### config.mk
export PLATFORM = sky130hd
export DESIGN_NAME = llp_ctrl
export DESIGN_NICKNAME = d
export VERILOG_FILES = /design/src/sv/llp_pkg.sv /design/src/sv/llp_ctrl.sv
export SDC_FILE = /design/constraint.sdc
export NUM_CORES = 1
export LEC_CHECK = 0
export ABC_AREA = 1
export BUFFER_PORTS_ARGS = -buffer_cell sky130_fd_sc_hd__buf_2
export CORE_AREA = 2 2 39 41
export DETAILED_ROUTE_END_ITERATION = 12
export DIE_AREA = 0 0 41 43
export PLACE_DENSITY = 0.7
export REMOVE_ABC_BUFFERS = 1
export SLEW_MARGIN = 5
export SYNTH_ARGS = -nofsm -noshare
export SYNTH_HDL_FRONTEND = slang
export SYNTH_SLANG_ARGS = --single-unit
### constraint.sdc
create_clock -name clk -period 1.3 [get_ports clk]
set_input_delay 0.195 -clock clk [delete_from_list [all_inputs] [get_ports clk]]
set_output_delay 0.195 -clock clk [all_outputs]
set_load 0.05 [all_outputs]
### src/sv/llp_pkg.sv
// Types and constants shared by the LL(1) parser modules.
// No dependencies.
package llp_pkg;

  localparam logic [1:0] OP_SYM   = 2'd0;
  localparam logic [1:0] OP_LEN   = 2'd1;
  localparam logic [1:0] OP_START = 2'd2;
  localparam logic [1:0] OP_TOKEN = 2'd3;

  localparam logic [1:0] ACT_MATCH  = 2'd0;
  localparam logic [1:0] ACT_EXPAND = 2'd1;
  localparam logic [1:0] ACT_ACCEPT = 2'd2;
  localparam logic [1:0] ACT_ERROR  = 2'd3;

  localparam logic [1:0] CAUSE_NONE     = 2'd0;
  localparam logic [1:0] CAUSE_MISMATCH = 2'd1;
  localparam logic [1:0] CAUSE_EMPTY    = 2'd2;
  localparam logic [1:0] CAUSE_LIMIT    = 2'd3;

  localparam logic [3:0] END_COL_RESET = 4'd15;

  typedef enum logic [1:0] {ST_IDLE, ST_EXAM, ST_LOOK, ST_PUSH} ctrl_state_t;
  typedef enum logic [1:0] {PS_IDLE, PS_PARSING, PS_DONE} pstat_t;

  typedef struct packed {
    logic [1:0] opcode;
    logic [3:0] row_nonterminal;
    logic [3:0] column_terminal;
    logic [2:0] slot;
    logic       symbol_is_nonterminal;
    logic [3:0] symbol_index;
    logic [3:0] rhs_length;
    logic       entry_valid;
  } in_item_t;

  typedef struct packed {
    logic [1:0] action;
    logic [3:0] expanded_nonterminal;
    logic [3:0] lookahead;
    logic [1:0] error_cause;
    logic       last;
  } out_item_t;

  typedef struct packed {
    logic       tok_start;
    logic       pop;
    logic       expand;
    logic       push;
    logic       set_done;
    logic       emit;
    logic [1:0] act;
    logic [1:0] cause;
    logic       last;
  } cmd_t;

  typedef struct packed {
    logic top_bottom;
    logic top_nt;
    logic top_match;
    logic end_match;
    logic xlimit;
    logic oob;
    logic ent_ok;
    logic overflow;
    logic len_zero;
    logic push_last;
    logic parsing;
    logic out_free;
  } stat_t;

endpackage

### src/sv/llp_ctrl.sv
// Parser sequencer: walks examine / lookup / push steps per token.
// Depends on llp_pkg.
module llp_ctrl (
  input  logic          clk,
  input  logic          rst_n,
  input  logic          in_valid,
  input  logic [1:0]    in_opcode,
  output logic          in_ready,
  input  llp_pkg::stat_t stat,
  output llp_pkg::cmd_t  cmd
);
  import llp_pkg::*;

  ctrl_state_t state_r, state_nxt;
  logic take;

  assign take = in_valid && in_ready;

  always_ff @(posedge clk) begin
    if (!rst_n) begin
      state_r <= ST_IDLE;
    end else begin
      state_r <= state_nxt;
    end
  end

  always_comb begin
    state_nxt = state_r;
    case (state_r)
      ST_IDLE: begin
        if (take && in_opcode == OP_TOKEN && stat.parsing) state_nxt = ST_EXAM;
      end
      ST_EXAM: begin
        if (stat.out_free) begin
          if (stat.top_bottom || !stat.top_nt || stat.xlimit || stat.oob) begin
            state_nxt = ST_IDLE;
          end else begin
            state_nxt = ST_LOOK;
          end
        end
      end
      ST_LOOK: begin
        if (stat.out_free) begin
          if (!stat.ent_ok || stat.overflow) state_nxt = ST_IDLE;
          else if (stat.len_zero) state_nxt = ST_EXAM;
          else state_nxt = ST_PUSH;
        end
      end
      ST_PUSH: begin
        if (stat.push_last) state_nxt = ST_EXAM;
      end
      default: state_nxt = ST_IDLE;
    endcase
  end

  always_comb begin
    cmd = '0;
    in_ready = 1'b0;
    case (state_r)
      ST_IDLE: begin
        in_ready = 1'b1;
        cmd.tok_start = take && in_opcode == OP_TOKEN;
      end
      ST_EXAM: begin
        if (stat.out_free) begin
          cmd.last = 1'b1;
          if (stat.top_bottom) begin
            cmd.emit = 1'b1;
            cmd.set_done = 1'b1;
            cmd.act = stat.end_match ? ACT_ACCEPT : ACT_ERROR;
            cmd.cause = stat.end_match ? CAUSE_NONE : CAUSE_MISMATCH;
          end else if (!stat.top_nt) begin
            cmd.emit = 1'b1;
            cmd.pop = stat.top_match;
            cmd.set_done = !stat.top_match;
            cmd.act = stat.top_match ? ACT_MATCH : ACT_ERROR;
            cmd.cause = stat.top_match ? CAUSE_NONE : CAUSE_MISMATCH;
          end else if (stat.xlimit) begin
            cmd.emit = 1'b1;
            cmd.set_done = 1'b1;
            cmd.act = ACT_ERROR;
            cmd.cause = CAUSE_LIMIT;
          end else if (stat.oob) begin
            cmd.emit = 1'b1;
            cmd.set_done = 1'b1;
            cmd.act = ACT_ERROR;
            cmd.cause = CAUSE_EMPTY;
          end
        end
      end
      ST_LOOK: begin
        if (stat.out_free) begin
          cmd.emit = 1'b1;
          if (!stat.ent_ok || stat.overflow) begin
            cmd.set_done = 1'b1;
            cmd.last = 1'b1;
            cmd.act = ACT_ERROR;
            cmd.cause = stat.ent_ok ? CAUSE_LIMIT : CAUSE_EMPTY;
          end else begin
            cmd.expand = 1'b1;
            cmd.act = ACT_EXPAND;
            cmd.cause = CAUSE_NONE;
          end
        end
      end
      ST_PUSH: begin
        cmd.push = 1'b1;
      end
      default: cmd = '0;
    endcase
  end

endmodule

==> impl_metrics.json <==
{
  "fin_ws_ps": -315,
  "crit_path_max_incr_delay_ps": 350,
  "area_growth_pct": 111,
  "hold_buffers": 0,
  "io_pins": 29,
  "finalNetCount": 131,
  "slew_viol_final": 0,
  "antenna_found_initial": 0,
  "die-area_sq_mm": 0.00176,
  "port_buffers": 28,
  "grt-ovfl-total": 0,
  "netlist_top_cells_area": "inv_1 (14%), nand2_1 (14%), ha_1 (13%), dfxtp_1 (11%), nor2_1 (9.0%)",
  "grt_usage_pct": 16.0,
  "ant_nets": 0,
  "cp_top_family": "buffers and inverters",
  "ys_ff_latch": 2,
  "cts_root_buffer": "clkbuf_4",
  "yosys_warnings": 0,
  "initial_core_util_pct": 27.0,
  "p_leak_nw": 0.410,
  "avgSynthCellArea_sq_um": 5.50,
  "fin_setup_tns_ps": -2650,
  "num_rows": 14,
  "ir_drop_mv": 0.646,
  "synthCells": 68,
  "rr_startpoint": "state_r[0]",
  "viasPerCell": 4.61,
  "yosysTopAreaCellShare_pct": 14.0,
  "ys_seq_area_share_pct": 10.7,
  "placed_cells": 118,
  "mostFrequentLayoutCells": "buf_2 (16), nand2_1 (12), buf_4 (12)",
  "core-area_sq_mm": 0.00138,
  "top_regs": "state_r: 2 flops",
  "drcViolationCount": 0,
  "place_ws_ps": -305,
  "setup_viol": 12,
  "clock-sinks": 2,
  "hold_viol_final": 0,
  "required_ps": 1110,
  "arrival_ps": 1420,
  "min_from": "rst_n",
  "fin_cells": 124,
  "fin_crit_ps": 1610,
  "numCtsBuffers": 3,
  "grt_setup_unrepaired": "yes",
  "power_per_cell_area_mw_per_mm2": 1360,
  "clk_latency_ps": 220,
  "grt_start_max_net_pins": 6,
  "fin_util_pct": 57.1,
  "worst_setup_path_end_kind": "primary output",
  "synth.distinct_cells": 20,
  "routedWlPerCell_microns": 10.2,
  "clock.fmax_ghz": 0.619,
  "mostFrequentLayoutCell": "buf_2",
  "netlist_area_sq_um": 374,
  "maxSlewHeadroom_pct": 84.8,
  "path_cells": "inv_2, ha_1, inv_1, a21oi_1, buf_4",
  "clk_path_buf_depth": 2,
  "crit_type": "register to primary output",
  "vias": 572,
  "yosys.area.top_type": "inv_1",
  "drtIter0Drc": 10,
  "hpwl_microns": 899,
  "period_share_pct": 124,
  "largest_reg_flops": 2,
  "hold_path_class": "input pin to register",
  "violations": "setup timing",
  "cts_max_level": 1,
  "die_h_microns": 43,
  "cp-startpoint": "state_r[1]",
  "cpMaxStageDelayCell": "dfxtp_2",
  "worstMarginPinSlew_ps": 226,
  "drt-total-wl_microns": 1260,
  "status": "complete, but fails checks",
  "maxCapViolations": 0,
  "grt_pass1_wl_microns": 1990,
  "crit_path_start_kind": "register",
  "firstDrtPassIters": 3,
  "finClkSkew_ps": 1.69,
  "whs_ps": 208,
  "path_clk_slew_ps": 30,
  "path_buf_inv": 3,
  "regMostFlops": "state_r",
  "crit_fanout": 4,
  "cts_tree": "done",
  "final_layout_size_suffix_gt1_share_pct": 63.0,
  "place.gp.congestion": 0.809,
  "grt_pass1_vias": 541,
  "die_x_microns": 41,
  "antenna_cells": 0
}
[worst reg2reg max path, stage by stage, from the launching register on]
cell and delay [ps]:
dfxtp_2 310, buf_4 140, ha_4 160, buf_4 130, inv_1 50, nand2_2 60
a21oi_2 130, nand2_2 90, nor2_1 120, nor2_1 60
[cells by family after synthesis]
group / count (synthesis) / synth area share (%)
AO/OA/AOI/OAI: 11 / 17.4
adder cells (fa/ha/maj): 4 / 13.4
buffers and inverters: 17 / 18.1
flip-flops: 2 / 10.7
AND/OR/NAND/NOR: 34 / 40.5
[final timing paths]
kind / endpoint / depth (start not counted) / slack (ps)
max reg2reg: state_r[0] / 9 / -60
max: cmd[5] / 5 / -310
min reg2reg: state_r[1] / 4 / 600
min: state_r[1] / 3 / 210
[synthesized netlist by cell type (all sizes together)]
library cell  number
dfxtp              2
nor2              11
a21oi              7
buf                1
ha                 4
nand2             16
nand3b             1
nand4              1
nor3               1
nand3              3
o21ai              3
and2               1
o31ai              1
inv               16
[metrics by stage]
stage               power, W  cell area (sq um)
floorplan           0.000534                367
global placement    0.000728                579
detailed placement  0.000737                579
CTS                  0.00107                772
global route         0.00116                791
finish               0.00108                791
[timing repair]
| action | in CTS | in global routing |
|---|---|---|
| resized for setup | 45 | 6 |
| setup endpoints to repair | 13 | 13 |
| pin swaps | 9 | 7 |
| buffers inserted | 3 | 0 |
[cell type report]
cell class / count / area (sq um)
repair buffers: 38 / 283
well taps: 16 / 20.0
flip-flops and latches: 2 / 42.5
multi-input cells: 49 / 360
fillers: 133 / 593
inverters: 16 / 62.6
clock buffers: 3 / 22.5
[power by group]
part / total (W) / switching (W) / internal [W]
Clock: 0.000135 / 0.0000332 / 0.000102
Combinational: 0.000839 / 0.000501 / 0.000338
Sequential: 0.000102 / 0.0000169 / 0.0000855
Total: 0.00108 / 0.000552 / 0.000525
[per-layer routing]
| layer | global-route usage [%] | vias to the layer above | part of all wire [%] |
|---|---|---|---|
| li1 | - | 291 | - |
| met1 | 17.5 | 254 | 38 |
| met2 | 27.2 | 25 | 52 |
| met3 | 5.24 | 2 | 9.4 |
| met4 | 5.33 | 0 | 1.1 |
| met5 | 0 | - | 0 |
Power figures use the tool's default switching activity.
